[src/rtl/console_command_tokenizer_top_defines.svh]
// Assertion helpers for the tokenizer modules, used by the parser.
// Each use expects clk_i and rst_ni in scope.
`ifndef CONSOLE_COMMAND_TOKENIZER_TOP_DEFINES_SVH
`define CONSOLE_COMMAND_TOKENIZER_TOP_DEFINES_SVH

`define CCT_ASSERT(lbl, prop, msg) \
  lbl: assert property (@(posedge clk_i) disable iff (!rst_ni) prop) \
    else $error(msg);

`define CCT_ASSERT_IMP(lbl, ante, cons, msg) \
  `CCT_ASSERT(lbl, (ante) |-> (cons), msg)

`define CCT_ASSERT_NEXT(lbl, ante, cons, msg) \
  `CCT_ASSERT(lbl, (ante) |=> (cons), msg)

`endif

[src/rtl/cct_pkg.sv]
package cct_pkg;

  localparam int unsigned NameCount = 8;
  localparam int unsigned NameMaxLen = 8;
  localparam int unsigned ArgOutCount = 4;
  localparam int unsigned ArgW = 16;

  localparam logic [7:0] CH_SPACE = 8'd32;
  localparam logic [7:0] CH_TAB   = 8'd9;
  localparam logic [7:0] CH_PLUS  = 8'h2b;
  localparam logic [7:0] CH_MINUS = 8'h2d;
  localparam logic [7:0] CH_ZERO  = 8'h30;
  localparam logic [7:0] CH_NINE  = 8'h39;

  localparam logic [3:0] NO_MATCH = 4'd8;

  // Names are right-justified: last character sits in byte 0.
  localparam logic [8*NameMaxLen-1:0] NAME_STR [NameCount] = '{
    "help", "list", "setcnt", "setvol", "save", "volt", "voltcode", "dacajt"
  };
  localparam logic [3:0] NAME_LEN [NameCount] = '{
    4'd4, 4'd4, 4'd6, 4'd6, 4'd4, 4'd4, 4'd8, 4'd6
  };

  typedef enum logic [1:0] {
    ST_OK       = 2'd0,
    ST_CMD_LONG = 2'd1,
    ST_ARG_LONG = 2'd2,
    ST_TOO_MANY = 2'd3
  } status_e;

  typedef struct packed {
    logic [7:0] char_code;
    logic       line_end;
  } item_t;

  typedef struct packed {
    status_e                           status;
    logic [3:0]                        command_id;
    logic [2:0]                        arg_count;
    logic [ArgOutCount-1:0][ArgW-1:0]  args;
  } res_t;

endpackage

[src/rtl/cct_in_if.sv]
interface cct_in_if;
  logic       valid;
  logic       ready;
  logic [7:0] char_code;
  logic       line_end;

  modport source (output valid, output char_code, output line_end, input ready);
  modport sink   (input valid, input char_code, input line_end, output ready);
endinterface

[src/rtl/cct_out_if.sv]
interface cct_out_if;
  logic        valid;
  logic        ready;
  logic [1:0]  status;
  logic [3:0]  command_id;
  logic [2:0]  arg_count;
  logic [15:0] first_arg;
  logic [15:0] second_arg;
  logic [15:0] third_arg;
  logic [15:0] fourth_arg;

  modport source (
    output valid, output status, output command_id, output arg_count,
    output first_arg, output second_arg, output third_arg, output fourth_arg,
    input ready
  );
  modport sink (
    input valid, input status, input command_id, input arg_count,
    input first_arg, input second_arg, input third_arg, input fourth_arg,
    output ready
  );
endinterface

[src/rtl/cct_lookup.sv]
module cct_lookup #(
  parameter int unsigned WORD_MAX = 10,
  parameter int unsigned LenW = 4
) (
  input  logic [7:0]      word_chars_i [WORD_MAX],
  input  logic [LenW-1:0] word_len_i,
  output logic [3:0]      command_id_o
);
  import cct_pkg::*;

  logic [7:0] pad [NameMaxLen];
  logic [NameCount-1:0] hit;

  // Bytes past the stored word never match a name of that length anyway.
  for (genvar k = 0; k < NameMaxLen; k++) begin : g_pad
    if (k < WORD_MAX) begin : g_use
      assign pad[k] = word_chars_i[k];
    end else begin : g_zero
      assign pad[k] = 8'h00;
    end
  end

  always_comb begin
    for (int i = 0; i < NameCount; i++) begin
      hit[i] = (5'(word_len_i) == 5'(NAME_LEN[i]));
      for (int k = 0; k < NameMaxLen; k++) begin
        if (k < int'(NAME_LEN[i])) begin
          hit[i] = hit[i] &&
                   (pad[k] == NAME_STR[i][8*(int'(NAME_LEN[i])-1-k) +: 8]);
        end
      end
    end
  end

  always_comb begin
    command_id_o = NO_MATCH;
    for (int i = NameCount - 1; i >= 0; i--) begin
      if (hit[i]) begin
        command_id_o = 4'(i);
      end
    end
  end

endmodule

[src/rtl/cct_parser.sv]
`include "console_command_tokenizer_top_defines.svh"

module cct_parser #(
  parameter int unsigned WORD_MAX = 10,
  parameter int unsigned ARG_MAX_COUNT = 4,
  parameter int unsigned ARG_MAX_CHARS = 8
) (
  input  logic           clk_i,
  input  logic           rst_ni,
  input  logic           item_vld_i,
  input  cct_pkg::item_t item_i,
  output logic           res_vld_o,
  output cct_pkg::res_t  res_o
);
  import cct_pkg::*;

  localparam int unsigned LenW  = $clog2(WORD_MAX + 1);
  localparam int unsigned WIdxW = (WORD_MAX > 1) ? $clog2(WORD_MAX) : 1;
  localparam int unsigned TokW  = $clog2(ARG_MAX_COUNT + 2);
  localparam int unsigned AIdxW = (ARG_MAX_COUNT > 1) ? $clog2(ARG_MAX_COUNT) : 1;
  localparam int unsigned CntW  = $clog2(ARG_MAX_CHARS + 1);

  logic [7:0]      word_q [WORD_MAX];
  logic [ArgW-1:0] argv_q [ARG_MAX_COUNT];

  logic [LenW-1:0] word_len_q, word_len_d;
  logic [TokW-1:0] tok_idx_q, tok_idx_d;
  logic            blank_q, blank_d;
  logic [CntW-1:0] cnt_q, cnt_d;
  logic [ArgW-1:0] acc_q, acc_d;
  logic            neg_q, neg_d;
  logic            stop_q, stop_d;
  status_e         err_q, err_d;

  logic            word_we, arg_we;
  logic [TokW-1:0] eff_tok;
  logic [CntW-1:0] eff_cnt;
  logic [ArgW-1:0] eff_acc;
  logic            eff_neg, eff_stop;
  logic            go;
  logic            is_blank;
  logic [7:0]      ch;
  logic [7:0]      digit;
  logic [ArgW-1:0] arg_val;
  logic [3:0]      cmd_id;
  status_e         fin_err;
  logic [ArgOutCount-1:0][ArgW-1:0] end_args;

  cct_lookup #(
    .WORD_MAX(WORD_MAX),
    .LenW    (LenW)
  ) u_lookup (
    .word_chars_i(word_q),
    .word_len_i  (word_len_q),
    .command_id_o(cmd_id)
  );

  assign ch       = item_i.char_code;
  assign digit    = ch - CH_ZERO;
  assign is_blank = (ch == CH_SPACE) || (ch == CH_TAB);
  assign arg_val  = neg_q ? (~acc_q + 16'd1) : acc_q;

  // The last argument is still in the accumulator at line end.
  for (genvar j = 0; j < ArgOutCount; j++) begin : g_end_args
    if (j < ARG_MAX_COUNT) begin : g_arg
      always_comb begin
        end_args[j] = '0;
        if (TokW'(j) < tok_idx_q) begin
          end_args[j] = (tok_idx_q == TokW'(j + 1)) ? arg_val : argv_q[j];
        end
      end
    end else begin : g_none
      assign end_args[j] = '0;
    end
  end

  always_comb begin
    word_len_d = word_len_q;
    tok_idx_d  = tok_idx_q;
    blank_d    = blank_q;
    cnt_d      = cnt_q;
    acc_d      = acc_q;
    neg_d      = neg_q;
    stop_d     = stop_q;
    err_d      = err_q;
    word_we    = 1'b0;
    arg_we     = 1'b0;
    eff_tok    = tok_idx_q;
    eff_cnt    = cnt_q;
    eff_acc    = acc_q;
    eff_neg    = neg_q;
    eff_stop   = stop_q;
    go         = 1'b1;
    fin_err    = err_q;
    res_vld_o  = 1'b0;
    res_o      = '0;
    res_o.command_id = NO_MATCH;

    if (item_vld_i) begin
      if (item_i.line_end) begin
        res_vld_o = 1'b1;
        if (err_q == ST_OK && tok_idx_q > TokW'(ARG_MAX_COUNT)) begin
          fin_err = ST_TOO_MANY;
        end
        res_o.status = fin_err;
        if (fin_err == ST_OK) begin
          res_o.command_id = cmd_id;
          res_o.arg_count  = 3'(tok_idx_q);
          res_o.args       = end_args;
        end
        word_len_d = '0;
        tok_idx_d  = '0;
        blank_d    = 1'b0;
        cnt_d      = '0;
        acc_d      = '0;
        neg_d      = 1'b0;
        stop_d     = 1'b0;
        err_d      = ST_OK;
      end else if (err_q == ST_OK) begin
        if (is_blank) begin
          blank_d = 1'b1;
        end else begin
          if (blank_q) begin
            // first byte of a new token closes the previous argument
            blank_d  = 1'b0;
            eff_cnt  = '0;
            eff_acc  = '0;
            eff_neg  = 1'b0;
            eff_stop = 1'b0;
            if (tok_idx_q != '0) begin
              if (tok_idx_q <= TokW'(ARG_MAX_COUNT)) begin
                arg_we = 1'b1;
              end else begin
                err_d = ST_TOO_MANY;
                go    = 1'b0;
              end
            end
            eff_tok = tok_idx_q + 1'b1;
          end
          if (go) begin
            tok_idx_d = eff_tok;
            cnt_d     = eff_cnt;
            acc_d     = eff_acc;
            neg_d     = eff_neg;
            stop_d    = eff_stop;
            if (eff_tok == '0) begin
              if (word_len_q < LenW'(WORD_MAX)) begin
                word_we    = 1'b1;
                word_len_d = word_len_q + 1'b1;
              end else begin
                err_d = ST_CMD_LONG;
              end
            end else if (eff_cnt < CntW'(ARG_MAX_CHARS)) begin
              if (!eff_stop) begin
                priority if (eff_cnt == '0 && (ch == CH_PLUS || ch == CH_MINUS)) begin
                  neg_d = (ch == CH_MINUS);
                end else if (ch >= CH_ZERO && ch <= CH_NINE) begin
                  acc_d = (eff_acc << 3) + (eff_acc << 1) + ArgW'(digit[3:0]);
                end else begin
                  stop_d = 1'b1;
                end
              end
              cnt_d = eff_cnt + 1'b1;
            end else begin
              err_d = ST_ARG_LONG;
            end
          end
        end
      end
    end
  end

  always_ff @(posedge clk_i or negedge rst_ni) begin
    if (!rst_ni) begin
      word_len_q <= '0;
      tok_idx_q  <= '0;
      blank_q    <= 1'b0;
      cnt_q      <= '0;
      acc_q      <= '0;
      neg_q      <= 1'b0;
      stop_q     <= 1'b0;
      err_q      <= ST_OK;
    end else begin
      word_len_q <= word_len_d;
      tok_idx_q  <= tok_idx_d;
      blank_q    <= blank_d;
      cnt_q      <= cnt_d;
      acc_q      <= acc_d;
      neg_q      <= neg_d;
      stop_q     <= stop_d;
      err_q      <= err_d;
    end
  end

  always_ff @(posedge clk_i) begin
    if (word_we) begin
      word_q[word_len_q[WIdxW-1:0]] <= ch;
    end
    if (arg_we) begin
      argv_q[AIdxW'(tok_idx_q - 1'b1)] <= arg_val;
    end
  end

  `CCT_ASSERT_NEXT(a_err_hold, err_q != ST_OK && !(item_vld_i && item_i.line_end), err_q == $past(err_q), "error code changed before line end")
  `CCT_ASSERT_NEXT(a_line_clear, item_vld_i && item_i.line_end, tok_idx_q == '0 && word_len_q == '0 && err_q == ST_OK && !blank_q, "parser not cleared after line end")
  `CCT_ASSERT_IMP(a_bounds, 1'b1, word_len_q <= LenW'(WORD_MAX) && tok_idx_q <= TokW'(ARG_MAX_COUNT + 1) && cnt_q <= CntW'(ARG_MAX_CHARS), "parser counter out of range")

endmodule

[src/rtl/console_command_tokenizer_top.sv]
// Console line tokenizer: takes one byte per request on req_i and, when a request
// carries line_end, returns one result on rsp_o with status, command index, argument
// count and up to four 16-bit argument values. Every cycle one request can be taken
// unless a line end is stalled; a byte passes an input register, then the parser
// updates its token state, and a line end is written from the parser to the result
// register. The input register keeps taking bytes while a result waits on rsp_o;
// only a second line end stalls until that result is taken.
module console_command_tokenizer_top #(
  parameter int unsigned WORD_MAX = 10,
  parameter int unsigned ARG_MAX_COUNT = 4,
  parameter int unsigned ARG_MAX_CHARS = 8
) (
  input  logic             clk_i,
  input  logic             rst_ni,
  cct_in_if.sink           req_i,
  cct_out_if.source        rsp_o
);
  import cct_pkg::*;

  logic  in_vld_q;
  item_t in_item_q;
  logic  advance;
  logic  res_vld;
  res_t  res;
  logic  out_vld_q;
  res_t  out_q;

  assign advance   = in_vld_q && (!in_item_q.line_end || !out_vld_q || rsp_o.ready);
  assign req_i.ready = !in_vld_q || advance;

  always_ff @(posedge clk_i or negedge rst_ni) begin
    if (!rst_ni) begin
      in_vld_q <= 1'b0;
    end else if (req_i.valid && req_i.ready) begin
      in_vld_q <= 1'b1;
    end else if (advance) begin
      in_vld_q <= 1'b0;
    end
  end

  always_ff @(posedge clk_i) begin
    if (req_i.valid && req_i.ready) begin
      in_item_q.char_code <= req_i.char_code;
      in_item_q.line_end  <= req_i.line_end;
    end
  end

  cct_parser #(
    .WORD_MAX     (WORD_MAX),
    .ARG_MAX_COUNT(ARG_MAX_COUNT),
    .ARG_MAX_CHARS(ARG_MAX_CHARS)
  ) u_parser (
    .clk_i     (clk_i),
    .rst_ni    (rst_ni),
    .item_vld_i(advance),
    .item_i    (in_item_q),
    .res_vld_o (res_vld),
    .res_o     (res)
  );

  always_ff @(posedge clk_i or negedge rst_ni) begin
    if (!rst_ni) begin
      out_vld_q <= 1'b0;
    end else if (res_vld) begin
      out_vld_q <= 1'b1;
    end else if (rsp_o.ready) begin
      out_vld_q <= 1'b0;
    end
  end

  always_ff @(posedge clk_i) begin
    if (res_vld) begin
      out_q <= res;
    end
  end

  assign rsp_o.valid      = out_vld_q;
  assign rsp_o.status     = out_q.status;
  assign rsp_o.command_id = out_q.command_id;
  assign rsp_o.arg_count  = out_q.arg_count;
  assign rsp_o.first_arg  = out_q.args[0];
  assign rsp_o.second_arg = out_q.args[1];
  assign rsp_o.third_arg  = out_q.args[2];
  assign rsp_o.fourth_arg = out_q.args[3];

endmodule
[src/flat_wrapper.sv]
// flat-port wrapper written by rule: the top's interface ports become plain ports
module console_command_tokenizer_top_flat import cct_pkg::*;
#(
  parameter int unsigned WORD_MAX = 10,
  parameter int unsigned ARG_MAX_COUNT = 4,
  parameter int unsigned ARG_MAX_CHARS = 8
)
  (clk_i, rst_ni, req_i_valid, req_i_char_code, req_i_line_end, req_i_ready, rsp_o_valid, rsp_o_status, rsp_o_command_id, rsp_o_arg_count, rsp_o_first_arg, rsp_o_second_arg, rsp_o_third_arg, rsp_o_fourth_arg, rsp_o_ready);
  cct_in_if req_i_i ();
  cct_out_if rsp_o_i ();
  input  logic clk_i;
  input  logic rst_ni;
  input wire logic [$bits(req_i_i.valid)-1:0] req_i_valid;
  input wire logic [$bits(req_i_i.char_code)-1:0] req_i_char_code;
  input wire logic [$bits(req_i_i.line_end)-1:0] req_i_line_end;
  output wire logic [$bits(req_i_i.ready)-1:0] req_i_ready;
  output wire logic [$bits(rsp_o_i.valid)-1:0] rsp_o_valid;
  output wire logic [$bits(rsp_o_i.status)-1:0] rsp_o_status;
  output wire logic [$bits(rsp_o_i.command_id)-1:0] rsp_o_command_id;
  output wire logic [$bits(rsp_o_i.arg_count)-1:0] rsp_o_arg_count;
  output wire logic [$bits(rsp_o_i.first_arg)-1:0] rsp_o_first_arg;
  output wire logic [$bits(rsp_o_i.second_arg)-1:0] rsp_o_second_arg;
  output wire logic [$bits(rsp_o_i.third_arg)-1:0] rsp_o_third_arg;
  output wire logic [$bits(rsp_o_i.fourth_arg)-1:0] rsp_o_fourth_arg;
  input wire logic [$bits(rsp_o_i.ready)-1:0] rsp_o_ready;
  assign req_i_i.valid = req_i_valid;
  assign req_i_i.char_code = req_i_char_code;
  assign req_i_i.line_end = req_i_line_end;
  assign req_i_ready = req_i_i.ready;
  assign rsp_o_valid = rsp_o_i.valid;
  assign rsp_o_status = rsp_o_i.status;
  assign rsp_o_command_id = rsp_o_i.command_id;
  assign rsp_o_arg_count = rsp_o_i.arg_count;
  assign rsp_o_first_arg = rsp_o_i.first_arg;
  assign rsp_o_second_arg = rsp_o_i.second_arg;
  assign rsp_o_third_arg = rsp_o_i.third_arg;
  assign rsp_o_fourth_arg = rsp_o_i.fourth_arg;
  assign rsp_o_i.ready = rsp_o_ready;
  console_command_tokenizer_top #(.WORD_MAX(WORD_MAX), .ARG_MAX_COUNT(ARG_MAX_COUNT), .ARG_MAX_CHARS(ARG_MAX_CHARS)) u_core (.clk_i(clk_i), .rst_ni(rst_ni), .req_i(req_i_i), .rsp_o(rsp_o_i));
endmodule
[config.mk]
export PLATFORM = sky130hd
export DESIGN_NAME = console_command_tokenizer_top_flat
export DESIGN_NICKNAME = d
export VERILOG_FILES = /design/src/rtl/cct_pkg.sv /design/src/rtl/cct_in_if.sv /design/src/rtl/cct_out_if.sv /design/src/rtl/cct_lookup.sv /design/src/rtl/cct_parser.sv /design/src/rtl/console_command_tokenizer_top.sv /design/src/flat_wrapper.sv
export VERILOG_INCLUDE_DIRS = /design/src /design/src/rtl
export SDC_FILE = /design/constraint.sdc
export NUM_CORES = 1
export LEC_CHECK = 0
export ABC_AREA = 1
export BUFFER_PORTS_ARGS = -buffer_cell sky130_fd_sc_hd__buf_2
export CAP_MARGIN = 20
export CORE_MARGIN = 2
export CORE_UTILIZATION = 60
export DETAILED_ROUTE_END_ITERATION = 16
export HOLD_SLACK_MARGIN = 0.15
export PLACE_DENSITY_LB_ADDON = 0.2
export SLEW_MARGIN = 20
export SYNTH_ARGS = -nofsm -noshare
export SYNTH_HDL_FRONTEND = slang
export SYNTH_SLANG_ARGS = --single-unit
[constraint.sdc]
create_clock -name clk_i -period 4.29 [get_ports clk_i]
set_input_delay 0.858 -clock clk_i [delete_from_list [all_inputs] [get_ports clk_i]]
set_output_delay 0.858 -clock clk_i [all_outputs]
set_load 0.005 [all_outputs]
== After elaboration in Yosys (flattened, before gate mapping) ==
Memories as Yosys holds them, arrays and structs flattened.
Index checks and enable logic that the tools add are counted.
Word-level totals
  register bits: 196
  latch bits: 0
  bits in writable memories: 64
  memory bits (read-only): 0
  input bits: 13
  output and inout port bits: 75
  logic and storage cells: 299
  memories: 1
Cells by class
  $add $sub $neg: 8
  multiply operators: 0
  divide/modulo/power cells: 0
  $lt $le $gt $ge: 12
  equal/unequal tests: 41
  shift-type cells: 0
  multiplexer cells: 123
  bitwise gates (word level): 5
  reductions and logical operators: 77
Memory list
  u_core.u_parser.argv_q: depth 4, bits a word 16, read ports 4, clocked after Yosys merged registers in 0, wr ports 1, RTL line cct_parser.sv:24  | logic [ArgW-1:0] argv_q [ARG_MAX_COUNT];
Operator list (number)
  2-to-1 mux 16 bit: 19
  equality test 8 x 7 -> 1 bit (second input constant): 29
  2-to-1 mux 4 bit: 25
  bitwise mux 80 bit: 1
  2-to-1 mux 1 bit: 54
  logical AND 1 bit: 45
  demux 8 bit (select 4 bit): 1
  2-to-1 mux 3 bit: 9
  2-to-1 mux 2 bit: 13
  equality test 8 x 6 -> 1 bit (second input constant): 3
  AND reduction 4 bit: 5
  adder 16 x 1 -> 16 bit (second input constant): 1
  adder 16 bit: 1
  adder 16 x 4 -> 16 bit: 1
  NOT 16 bit: 1
  nonzero test 2 bit: 6
  adder 4 x 1 -> 4 bit (second input constant): 2
  equality test 4 x 3 -> 1 bit (second input constant): 2
  equality test 8 x 4 -> 1 bit (second input constant): 1
  greater-or-equal comparator 8 x 6 -> 1 bit (second input constant): 1
  <= comparator 8 x 6 -> 1 bit (second input constant): 1
  less-than comparator 4 bit (second input constant): 2
  2-to-1 mux 8 bit: 1
  OR reduction 7 bit: 1
  other kinds (27): 41

== Logic depth before layout (Yosys ltp) ==
Gate-level depths: netlist of the first run.
  depth after elaboration: 17
  depth in mapped cells: 20
  gate-level depth less buffers: 19

== Modules after synthesis ==
A second synthesis of the first run with hierarchy kept.
Unflattened totals
  cells, all modules: 1244
  area, all modules: 12373.1 um^2
Modules (own cells, without submodules)
  cct_parser: instances 1, cells each 945, area an instance 8901.0 um^2, seq. area each 5064.9 um^2
  console_command_tokenizer_top: instances 1, cells each 93, area an instance 2562.5 um^2, seq. area each 2512.4 um^2
  cct_lookup: instances 1, cells each 206, area an instance 909.6 um^2, seq. area each 0.0 um^2

== Worst setup path after synthesis of the first run ==
Ideal clock, no wire load.
  path kind: input to register
  start point: in rsp_o_ready
  end point: reg u_core.u_parser.err_q[1]
  setup time: 121 ps
  arrival: 3128 ps
  required time: 4169 ps
  slack: 1041 ps
  stages on the path: 10
  buffers on the path: 0
  cells stage by stage: inv_1 > nand3_2 > nand2_2 > inv_1 > nand2_1 > inv_1 > nor2_1 > inv_1 > nand2_1 > a22o_1
On the way
  longest elaborated chain between the ends: 3
RTL lines
  from (decl): RTL line flat_wrapper.sv:25  | input wire logic [$bits(rsp_o_i.ready)-1:0] rsp_o_ready;
  logical OR 1 bit: RTL line console_command_tokenizer_top.sv:28  | assign advance = in_vld_q && (!in_item_q.line_end || !out_vld_q || rsp_o.ready);
  logical AND 1 bit: RTL line console_command_tokenizer_top.sv:28
  AND reduction 3 bit (no source line)
  to (signal assigned): RTL line cct_parser.sv:191  | err_q <= err_d;
  to (decl): RTL line cct_parser.sv:33  | status_e err_q, err_d;
No other way between the ends.
A chain may end at the register's enable or synchronous reset.

== Final worst setup path of the first run ==
  start point: reg u_core.u_parser.tok_idx_q[0]
  end point: reg u_core.u_parser.word_q[69] in the netlist's numbering, enable pin
On the way
  longest elaborated chain between the ends: 13
  elaborated cells between the ends (all ways): 22
  those cells by class: add/sub (1); order compare (1); mux (18); reduce/logical (2)
RTL lines
  from (decl): RTL line cct_parser.sv:27  | logic [TokW-1:0] tok_idx_q, tok_idx_d;
  from (signal assigned): RTL line cct_parser.sv:185  | tok_idx_q <= tok_idx_d;
  adder 3 x 1 -> 3 bit or <= comparator 3 bit (tied branches): RTL line cct_parser.sv:138, cct_parser.sv:131
  2-to-1 mux 3 bit or 2-to-1 mux 1 bit (tied branches): RTL line cct_parser.sv:123, cct_parser.sv:131
  2-to-1 mux 3 bit or 2-to-1 mux 1 bit (tied branches): RTL line cct_parser.sv:120, cct_parser.sv:130
  2-to-1 mux 3 bit or 2-to-1 mux 1 bit (tied branches): RTL line cct_parser.sv:119, cct_parser.sv:123
  2-to-1 mux 3 bit or 2-to-1 mux 1 bit (tied branches): RTL line cct_parser.sv:100, cct_parser.sv:120
  2-to-1 mux 3 bit or 2-to-1 mux 1 bit (tied branches): RTL line cct_parser.sv:99, cct_parser.sv:119
  zero test 3 bit or 2-to-1 mux 1 bit (tied branches): RTL line cct_parser.sv:146, cct_parser.sv:100
  2-to-1 mux 1 bit (on tied branches): RTL line cct_parser.sv:146, cct_parser.sv:99
  2-to-1 mux 1 bit (*): RTL line cct_parser.sv:140  | if (go) begin
  2-to-1 mux 1 bit (*): RTL line cct_parser.sv:120  | if (is_blank) begin
  2-to-1 mux 1 bit (*): RTL line cct_parser.sv:119  | end else if (err_q == ST_OK) begin
  2-to-1 mux 1 bit (*): RTL line cct_parser.sv:100  | if (item_i.line_end) begin
  2-to-1 mux 1 bit (*): RTL line cct_parser.sv:99  | if (item_vld_i) begin
  to (signal, indexed assignment): RTL line cct_parser.sv:197  | word_q[word_len_q[WIdxW-1:0]] <= ch;
  to (decl): RTL line cct_parser.sv:23  | logic [7:0] word_q [WORD_MAX];
Every way passes the cells marked *; elsewhere a longest branch is shown, timed or not. The select of a mux whose other input is x is not followed.

==> out/results.ini, run 1 <==
[synthesis]
syn-cell-area_um2 = 11300
synthCells = 1161
synth_cell_types = 44
synth_nets = 1213
ys_ff_latch = 228
avgSynthCellArea_um2 = 9.72
yosys_warnings = 0
seq_area_frac_synth_pct = 59.1

[run]
drv_cap = 0

[power]
power_mw = 5.93
power.leakage_nw = 5.64
ir_worst_vdd_uv = 348
power.density_nw_per_um2 = 467

[global_route]
grt_max_degree = 35
grt_pass1_wl_um = 39900
grt_pass1_vias = 7792
antenna_found_initial = 0
grt_overflow = 0
grt_usage_pct = 25.2

[drt]
drtAntennaViolNets = 0
route.detailed.drc = 0
wire_per_inst_um = 16.3
vias = 8337
via_per_inst = 5.52
drt-total-wl_um = 24700
dr.first_iter.drc_count = 727
dr.pass1.iters = 5

[clocking]
cts-resized-gates = 0
cts_setup_buffers = 0
cts_sinks = 228
clock_path_buffers = 3
clockRootBuffer = clkbuf_16
cts_htree_levels = 1
cts_tree = yes
cts.clk_slew.worst_paths_ns = 0.06
hold_buffers = 0
cts_buffers = 24
insertion_delay_ns = 0.52

[worst_setup_path]
worstSetupPathType = reg -> reg
crit_required_ns = 4.44
arrival_ns = 3.11
startpoint_type = flip-flop
critPathMaxFanout = 11
critPathCaptureType = flip-flop

[sta]
fmax_ghz = 0.338
setup_viol = 0
worst_pin_slew_ns = 0.817
min_period_ns = 2.96
grt_setup_unrepaired = no
tns_ns = 0
skew_ns = 0.0151
hold_viol = 0
relSlewSlack_pct = 45.5
slew_viol_final = 0
period_share_pct = 69.0

[placed_design]
dp_hpwl_um = 17900
place_congestion = 0.917
io_buffer_count = 87

[floorplan]
top_level_ports = 88
die_area_um2 = 19900
die_x_um = 141
die_height_um = 141
rows = 50
start_util_pct = 60.8
core_um2 = 18600

[finish]
drive_gt1_share_pct = 13.9
areaGrowthSynthToFinish_pct = 12.5
n_antenna_cell = 0
final_common_cell = nand2_1
final_cell_mix = 244 x nand2_1, 194 x edfxtp_1, 158 x inv_1
final_nets = 1310

[outcome]
status = completed

[min_path]
worst_hold_path_type = in -> async

[path summary, 6_finish.rpt]
path,endpoint,cells after the start,slack [ns],startpoint
setup reg to reg,u_core.u_parser.word_q[69],11,1.33,u_core.u_parser.tok_idx_q[0]
min in group clk_i,u_core.u_parser.cnt_q[3],2,0.49,u_core.u_parser.cnt_q[3]
setup / recovery,u_core.u_parser.word_q[69],11,1.33,u_core.u_parser.tok_idx_q[0]
max in group asynchronous,u_core.u_parser.cnt_q[0],1,3.34,rst_ni
hold / removal,u_core.u_parser.acc_q[10],1,0.43,rst_ni
hold reg to reg,u_core.u_parser.cnt_q[3],2,0.49,u_core.u_parser.cnt_q[3]
[Yosys cell counts]
| library cell | n | share of area, % |
|---|---|---|
| o21ai_1 | 14 | 0.62 |
| nand2_2 | 7 | 0.39 |
| o211ai_1 | 15 | 1.0 |
| dfrtp_1 | 34 | 7.5 |
| nand4_1 | 20 | 1.1 |
| a22o_1 | 3 | 0.23 |
| nor4_1 | 1 | 0.055 |
| buf_4 | 2 | 0.13 |
| nand3_1 | 69 | 3.1 |
| nand3_2 | 4 | 0.35 |
| o21ai_0 | 54 | 2.4 |
| nor2_1 | 145 | 4.8 |
| xnor2_1 | 4 | 0.31 |
| clkbuf_1 | 8 | 0.27 |
| o21ai_2 | 1 | 0.078 |
| a21oi_1 | 37 | 1.6 |
| nor4_2 | 1 | 0.11 |
| nand3b_1 | 6 | 0.40 |
| a41oi_1 | 1 | 0.078 |
| nor3_1 | 23 | 1.0 |
| nor2_4 | 3 | 0.30 |
| nor3_2 | 1 | 0.089 |
| edfxtp_1 | 194 | 52 |
| nor3b_1 | 4 | 0.27 |
| o21bai_1 | 1 | 0.067 |
| or2_2 | 4 | 0.22 |
| ha_1 | 38 | 4.2 |
| and2_1 | 1 | 0.055 |
| a31oi_1 | 2 | 0.11 |
| nand2_1 | 244 | 8.1 |
| xnor2_2 | 1 | 0.14 |
| nand2_4 | 1 | 0.10 |
| inv_1 | 159 | 5.3 |
| xor2_1 | 8 | 0.62 |
| o21a_2 | 1 | 0.078 |
| buf_6 | 7 | 0.70 |
| buf_1 | 2 | 0.067 |
| buf_2 | 9 | 0.40 |
| fa_1 | 1 | 0.18 |
| nor2_2 | 8 | 0.44 |
| a21oi_4 | 2 | 0.29 |
| o21a_1 | 8 | 0.53 |
| o22ai_1 | 4 | 0.22 |
| inv_2 | 9 | 0.30 |
[report_power, final]
part	switching, mW	internal [mW]
Sequential	0.142	2.59
Combinational	0.832	0.355
Clock	0.830	1.18
[registers in the layout, summed over array words and instances (netlist names), 2 cells and up]
| name | flops |
|---|---|
| u_core.in_item_q | 9 |
| u_core.rsp_o.arg_count | 3 |
| u_core.rsp_o.command_id | 4 |
| u_core.rsp_o.first_arg | 16 |
| u_core.rsp_o.fourth_arg | 16 |
| u_core.rsp_o.second_arg | 16 |
| u_core.rsp_o.status | 2 |
| u_core.rsp_o.third_arg | 16 |
| u_core.u_parser.acc_q | 16 |
| u_core.u_parser.argv_q | 48 |
| u_core.u_parser.cnt_q | 4 |
| u_core.u_parser.err_q | 2 |
| u_core.u_parser.tok_idx_q | 3 |
| u_core.u_parser.word_len_q | 4 |
| u_core.u_parser.word_q | 64 |
[through the flow]
step	hold slack, ns	area, um2	std cells	worst slack (ns)	utilization (%)
2_1_floorplan	0.453	11300	1161	1.04	-
3_3_place_gp	0.470	11900	1466	1.38	64.2
3_5_place_dp	0.481	11900	1466	1.27	64.2
4_1_cts	0.457	12700	1510	1.31	68.4
5_1_grt	0.477	12700	1510	1.05	68.4
6_report	0.433	12700	1510	1.33	68.4
[per-layer routing]
layer	up-vias	part of all wire, %	track usage [%]
li1	4078	-	-
met3	35	6.8	3.91
met4	0	1.7	6.26
met1	3909	46	37.0
met2	315	46	39.7
met5	-	0	0
[layout make-up]
type                       instances  area [um2]
inverter                         168         631
timing repair buffer              99         526
sequential                       228        6680
tap                              234         293
fill                            1422        5880
clock buffer                      27         633
clock inverter                    17         136
multi-input combinational        737        3800
[kinds of logic (layout without fill, tap and decap cells)]
family          after synthesis  after routing  share of synthesized area [%]
simple gates                542            542                           20.9
flops                       228            228                           59.1
buf+inv                     196            311                           7.15
compound gates              143            143                           7.34
fa+ha+maj                    39             39                           4.39
xor+xnor                     13             13                           1.08
[critical path: stages (launching register included)]
cell	delay [ns]
dfrtp_1	0.49
inv_2	0.17
ha_1	0.33
o21ai_2	0.17
nand3_2	0.26
inv_2	0.14
nand2_1	0.07
nor2_2	0.15
nand3_2	0.15
inv_2	0.09
nand2_1	0.06
nor2_1	0.53
(Power assumes the default switching activity.)
==> run 2: changes to the inputs <==
CORE_UTILIZATION = 54   (was 60)
clock period = 2.6 ns   (was 4.29 ns; I/O delays follow)
==> run 2 against run 1 <==
Against the previous run: maximum frequency up 19%; sequential share of layout area down 2.7 points; sequential power up 62%; cell count up 5.5%; final area up 5.5%; global-route usage down 2.4 points; flip-flop and latch count unchanged; clock power up 68%; critical path depth up 5; non-clock buffer count up 47; highest routed layer unchanged.
==> out/results.ini, run 2 (same netlist as run 1, synthesis figures left out) <==
[power]
ir_worst_vdd_uv = 437  ; was 348 uV
power.density_nw_per_um2 = 754  ; was 467 nW/um2
power_mw = 10.1  ; was 5.93 mW
power.leakage_nw = 5.90  ; was 5.64 nW

[drt]
dr.first_iter.drc_count = 687  ; was 727
wire_per_inst_um = 15.6  ; was 16.3 um
route.detailed.drc = 0  ; unchanged
vias = 8397  ; was 8337
drtAntennaViolNets = 0  ; unchanged
dr.pass1.iters = 5  ; unchanged
via_per_inst = 5.27  ; was 5.52
drt-total-wl_um = 24900  ; was 24700 um

[finish]
areaGrowthSynthToFinish_pct = 18.7  ; was 12.5%
n_antenna_cell = 0  ; unchanged
n_fill_cell = 1583  ; was 1422
final_nets = 1357  ; was 1310
fin_cells = 1593  ; was 1510
final_common_cell = nand2_1  ; unchanged
final_cell_mix = 237 x nand2_1, 194 x edfxtp_1, 155 x inv_1  ; was 244 x nand2_1, 194 x edfxtp_1, 158 x inv_1
drive_gt1_share_pct = 20.8  ; was 13.9%
largest_reg_flops = 64  ; unchanged
utilization_pct = 65.8  ; was 68.4%

[sta]
worst_pin_slew_ns = 0.931  ; was 0.817 ns
relSlewSlack_pct = 37.9  ; was 45.5%
skew_ns = 0.0221  ; was 0.0151 ns
period_share_pct = 95.9  ; was 69.0%
slew_viol_final = 0  ; unchanged
fmax_ghz = 0.401  ; was 0.338 GHz
min_period_ns = 2.49  ; was 2.96 ns
grt_setup_unrepaired = yes  ; was no
setup_viol = 0  ; unchanged
hold_ws_ns = 0.173  ; was 0.433 ns
hold_viol = 0  ; unchanged

[floorplan]
die_area_um2 = 22100  ; was 19900 um2
die_height_um = 149  ; was 141 um
rows = 52  ; was 50
core_um2 = 20400  ; was 18600 um2
start_util_pct = 55.4  ; was 60.8%
die_x_um = 149  ; was 141 um
top_level_ports = 88  ; unchanged

[global_route]
grt_pass1_vias = 7949  ; was 7792
grt_overflow = 0  ; unchanged
grt_max_degree = 74  ; was 35
grt_pass1_wl_um = 40100  ; was 39900 um
antenna_found_initial = 0  ; unchanged
grt_usage_pct = 22.8  ; was 25.2%

[worst_setup_path]
rr_worst_depth = 16  ; was 11
arrival_ns = 2.89  ; was 3.11 ns
critPathMaxFanout = 6  ; was 11
critPathCaptureType = flip-flop  ; unchanged
worstSetupPathType = reg -> reg  ; unchanged
crit_required_ns = 3.00  ; was 4.44 ns
startpoint_type = flip-flop  ; unchanged

[placed_design]
dp_hpwl_um = 18100  ; was 17900 um
place_congestion = 0.931  ; was 0.917
dp.cells = 1545  ; was 1466
io_buffer_count = 87  ; unchanged

[clocking]
cts_buffers = 24  ; unchanged
clockRootBuffer = clkbuf_16  ; unchanged
cts_htree_levels = 1  ; unchanged
clock_path_buffers = 3  ; unchanged
cts_sinks = 228  ; unchanged
cts_tree = yes  ; unchanged
cts.clk_slew.worst_paths_ns = 0.06  ; about the same
insertion_delay_ns = 0.52  ; about the same

[min_path]
min_path_cells = 1
worst_hold_path_type = in -> reg  ; was in -> async

[outcome]
status = completed  ; unchanged

[run]
drv_cap = 0  ; unchanged

-- run 2: cell types whose count changed in the layout (fill, tap and decap cells not counted), sizes merged --
cell / change
clkinv: -4
clkinvlp: +1
dlygate4sd3: +1
inv: -1
clkbuf: +4
buf: +46
-- run 2: area by class of cell --
type / count / area [um2] / share of cell area, %
clock buffer: 31 / 657 / 4.90
clock inverter: 13 / 138 / 1.03
inverter: 168 / 634 / 4.73
multi-input combinational: 737 / 4050 / 30.2
sequential: 228 / 6680 / 49.9
tap: 270 / 338 / 2.52
timing repair buffer: 146 / 901 / 6.72
-- run 2: path summary, 6_finish.rpt --
kind	startpoint	end	slack, ns
max in group asynchronous	rst_ni	u_core.u_parser.blank_q	1.38
hold / removal	req_i_char_code[4]	u_core.in_item_q[5]	0.17
setup reg to reg	u_core.u_parser.blank_q	u_core.u_parser.acc_q[7]	0.11
hold reg to reg	u_core.u_parser.stop_q	u_core.u_parser.stop_q	0.50
setup / recovery	u_core.u_parser.blank_q	u_core.u_parser.acc_q[7]	0.11
min in group asynchronous	rst_ni	u_core.u_parser.acc_q[11]	0.66
-- run 2: report_power, final --
group | switching, mW | internal (mW) | total, mW
clock | 1.38 | 1.99 | 3.37
combinational | 1.54 | 0.742 | 2.29
sequential | 0.158 | 4.28 | 4.44
total | 3.08 | 7.02 | 10.1
-- run 2: stage by stage --
stage / worst slack [ns] / TNS, ns / instance area [um2]
2_1_floorplan: -0.0360 / -0.863 / 11400
3_3_place_gp: 0.0766 / 0 / 12400
3_5_place_dp: 0.0141 / 0 / 12400
4_1_cts: 0.0260 / 0 / 13200
5_1_grt: -0.0408 / -0.0764 / 13400
6_report: 0.108 / 0 / 13400
-- run 2: worst max-delay path, cell delays in order, from the launching register on --
cell and delay, ns:
dfrtp_2 0.47, nor2_4 0.14, inv_2 0.06, nor2_4 0.12, nor3_2 0.07, ha_4 0.15, or2_4 0.24, ha_4 0.24
a21oi_2 0.13, nand2_2 0.09, nand2_2 0.08, nand3_4 0.08, or2_4 0.24, nand3_2 0.05, nand3_1 0.08, nand2_1 0.08
nand2_1 0.04
-- run 2: metal layers --
layer  wire length (um)  global-route usage (%)  part of all wire, %
met2              11400                    35.5                   46
met4                486                    5.95                  2.0
met5                  0                       0                    0
met1              11500                    33.8                   46
met3               1600                    3.44                  6.4
-- run 2: repair_timing --
action,CTS,global route
endpoints found under the setup margin,2,20
buffers inserted,0,3
pin swaps,0,6
hold buffers,1,0
resized for setup,2,46
endpoints found under the hold margin,34,0
